### config.mk
export PLATFORM = sky130hd
export DESIGN_NAME = cifr_cmul
export DESIGN_NICKNAME = d
export VERILOG_FILES = /design/src/sv/cifr_pkg.sv /design/src/sv/cifr_cmul.sv
export SDC_FILE = /design/constraint.sdc
export NUM_CORES = 2
export LEC_CHECK = 0
export BUFFER_PORTS_ARGS = -buffer_cell sky130_fd_sc_hd__buf_2
export CORE_ASPECT_RATIO = 1.2
export CORE_MARGIN = 4
export CORE_UTILIZATION = 34
export DETAILED_ROUTE_END_ITERATION = 7
export GPL_ROUTABILITY_DRIVEN = 1
export PLACE_DENSITY = 0.55
export RECOVER_POWER = 50
export SYNTH_ARGS = -nofsm -noshare
export SYNTH_HDL_FRONTEND = slang
export SYNTH_SLANG_ARGS = --single-unit
### constraint.sdc
create_clock -name vclk -period 11.6
set_clock_uncertainty 0.2 [all_clocks]
set_input_delay 1.16 -clock vclk [all_inputs]
set_output_delay 1.16 -clock vclk [all_outputs]
set_load 0.1 [all_outputs]
### src/sv/cifr_pkg.sv
package cifr_pkg;

  // Sample and coefficient format.
  localparam int DATA_W   = 16;
  localparam int FRAC_W   = 15;
  localparam int COEF_W   = 2 * DATA_W;
  localparam int MAX_TAPS = 3;

  // Coefficient register file.
  localparam int NUM_COEFS = 5;
  localparam int CFG_IDX_W = $clog2(NUM_COEFS);

  localparam logic [COEF_W-1:0] COEF_B0_RESET = 32'h7FFF_0000;

  // Default tap counts for the top level.
  localparam int FEEDFORWARD_TAPS_DEF = 3;
  localparam int FEEDBACK_TAPS_DEF    = 3;

  // Register indexes on the configuration port.
  typedef enum logic [CFG_IDX_W-1:0] {
    REG_B0 = 3'd0,
    REG_B1 = 3'd1,
    REG_B2 = 3'd2,
    REG_A1 = 3'd3,
    REG_A2 = 3'd4
  } coef_idx_t;

  // Complex Q1.15 value, packed as the coefficient registers: real on top.
  typedef struct packed {
    logic signed [DATA_W-1:0] re;
    logic signed [DATA_W-1:0] im;
  } cplx_t;

endpackage

### src/sv/cifr_cmul.sv
module cifr_cmul (
  input  cifr_pkg::cplx_t x,
  input  cifr_pkg::cplx_t c,
  output cifr_pkg::cplx_t p
);

  localparam int PROD_W = 2 * cifr_pkg::DATA_W;
  localparam int SUM_W  = PROD_W + 1;

  logic signed [PROD_W-1:0] rr;
  logic signed [PROD_W-1:0] ii;
  logic signed [PROD_W-1:0] ri;
  logic signed [PROD_W-1:0] ir;
  logic signed [SUM_W-1:0]  re_full;
  logic signed [SUM_W-1:0]  im_full;

  // Four partial products of the complex multiply.
  assign rr = x.re * c.re;
  assign ii = x.im * c.im;
  assign ri = x.re * c.im;
  assign ir = x.im * c.re;

  // Exact real and imaginary sums before scaling.
  assign re_full = SUM_W'(rr) - SUM_W'(ii);
  assign im_full = SUM_W'(ri) + SUM_W'(ir);

  // A floor shift by the fraction width keeps the bits just above it.
  assign p.re = re_full[cifr_pkg::FRAC_W +: cifr_pkg::DATA_W];
  assign p.im = im_full[cifr_pkg::FRAC_W +: cifr_pkg::DATA_W];

endmodule

==> results.txt <==
Routed WL - 95400 microns
I/O pins - 96
critical path's slowest cell - inv_1
area of the multi-input gates - 32800 sq um
Critical Path End Type - output port
Die Ht - 375 microns
Startpoint Class - input port
HP Class - input port to output port
Worst Tran Pin Value - 1250 ps
vias in the first global route - 28253
WHS Path Cells - 7
Routed Antenna Nets - 0
Post-Syn Instances - 4085
fin. max-slew vios - 0
initial antenna violation count - 8
first-pass GRT wire length - 159000 microns
Final Hold Fails - 0
clock buf count - 0
Syn Nets - 5560
FFs & Latches - 0
Initial Utilization - 34.2%
hold path startpoint - x[31]
GRT overflow - 0
Final min period - 10720 ps
register area share after synthesis - 0%
router iterations before antenna repair - 5
worst relative slew slack - 17.3%
core footprint - 111000 sq um
CP arrival - 9360 ps
status - completed
RSZ-0062 raised after global routing - no
Setup CP Type - input port to output port
final hold slack - 3310 ps
Max Cap Viol - 0
cell mode on critical path - fa_1
DRC viols - 0
fin crit share - 92.4%
Fmax achieved - 93.3 MHz
Nets - 5512
final core utilization - 36.0%
Max stage delay on crit path - 600 ps
syn_area_per_cell - 9.33 sq um
# setup viols final - 0
cts-stage hold buffer count - 0
Hold Path Sink - p[31]
area of the mapped netlist - 38100 sq um
Routed wire per std cell - 17.2 microns
Worst path top cell family by delay - adder cells
layout cells sized above 1 - 3.67%
CP Data Required Time - 10240 ps
largest net degree at the start of global routing - 33
DR vias - 25135
post-DP HPWL - 79100 microns
GPL Wtd Cong - 0.826
CP Max Fanout - 14
DIE AREA - 118000 sq um
vias per cell - 4.54
Tot GR Track Use - 17.2%
register area - 0 sq um
Port-buffer cells - 96
Initial DRC Count - 1029
postcts setup bufs - 0
P&R area growth vs syn - 5.22%
Die W - 314 microns
number of fill cells - 11669
Ys Warns - 0
PostCTS Resize Cnt - 0
row count - 134
Crit path buffers/inverters - 7
Total Neg Setup Slack - 0 ps
count of cell types in the netlist - 49
[cells in the mapped netlist, drive strengths merged (2+ instances only)]
library cell / count / area share (%)
inv: 1231 / 12
fa: 1119 / 59
nand2: 549 / 5.4
and2: 423 / 6.9
ha: 292 / 9.6
clkbuf: 190 / 1.9
xnor2: 69 / 1.6
nor2: 35 / 0.34
nand2b: 31 / 0.51
a21oi: 21 / 0.29
xor2: 20 / 0.46
a21o: 14 / 0.28
o21ai: 13 / 0.17
nor2b: 11 / 0.18
a211oi: 8 / 0.18
nand3: 7 / 0.092
o21a: 7 / 0.14
nand4: 6 / 0.099
nor3: 5 / 0.066
and3: 4 / 0.066
a2111oi: 3 / 0.18
a31oi: 3 / 0.066
or2: 3 / 0.056
and4: 2 / 0.059
buf: 2 / 0.020
nand3b: 2 / 0.039
o2111ai: 2 / 0.062
o211ai: 2 / 0.053
o21bai: 2 / 0.039
[area by class of cell]
| cell class | count | area share [%] |
|---|---|---|
| Tap cell | 1496 | 4.67 |
| Inverter | 1231 | 11.5 |
| Antenna cell | 1 | 0.00624 |
| Timing Repair Buffer | 142 | 2.08 |
| Multi-Input combinational cell | 2662 | 81.7 |
[worst max path at each step]
stage	cells past startpoint	start	end
final	25	c[16]	p[12]
after global routing	25	c[16]	p[12]
after global placement	25	c[16]	p[12]
after detailed placement	25	c[16]	p[12]
after floorplan	25	x[31]	p[12]
after CTS	25	c[16]	p[12]
[metrics by stage]
step | cells | worst slack [ps] | instance area (sq um)
after global routing | 5531 | 432 | 40100
after CTS | 5531 | 779 | 40100
after global placement | 5531 | 891 | 40100
final | 5532 | 883 | 40100
after floorplan | 4085 | 878 | 38100
after detailed placement | 5531 | 795 | 40100
[metal layers]
| layer | part of all wire [%] | up-vias | GRT usage, % |
|---|---|---|---|
| met5 | 0.059 | - | 0 |
| met4 | 1.4 | 8 | 1.83 |
| met3 | 3.4 | 58 | 0.917 |
| met2 | 53 | 411 | 31.7 |
| met1 | 42 | 13444 | 23.0 |
| li1 | - | 11214 | - |
[cell usage in the layout, fill, tap and decap left out, drive strengths merged, types with 7 or more instances in the layout]
cell type	netlist	final
inv	1231	1231
fa	1119	1119
nand2	549	549
and2	423	423
ha	292	292
buf	2	128
xnor2	69	69
nor2	35	35
nand2b	31	31
a21oi	21	21
xor2	20	20
a21o	14	14
clkbuf	190	14
o21ai	13	13
nor2b	11	11
a211oi	8	8
o21a	7	7
nand3	7	7
[cells by family (layout without fill, tap and decap cells)]
| kind of cell | after synthesis | after routing | synth area share [%] |
|---|---|---|---|
| xor+xnor | 89 | 89 | 2.05 |
| fa+ha+maj | 1411 | 1411 | 68.4 |
| simple gates | 1080 | 1080 | 13.9 |
| other cells | 0 | 1 | 0 |
| compound gates | 82 | 82 | 1.66 |
| buf+inv | 1423 | 1373 | 14.0 |
Power is left out: the tool's default activity adds up to more than one toggle a clock period on the data nets, which glitch-free logic cannot reach.
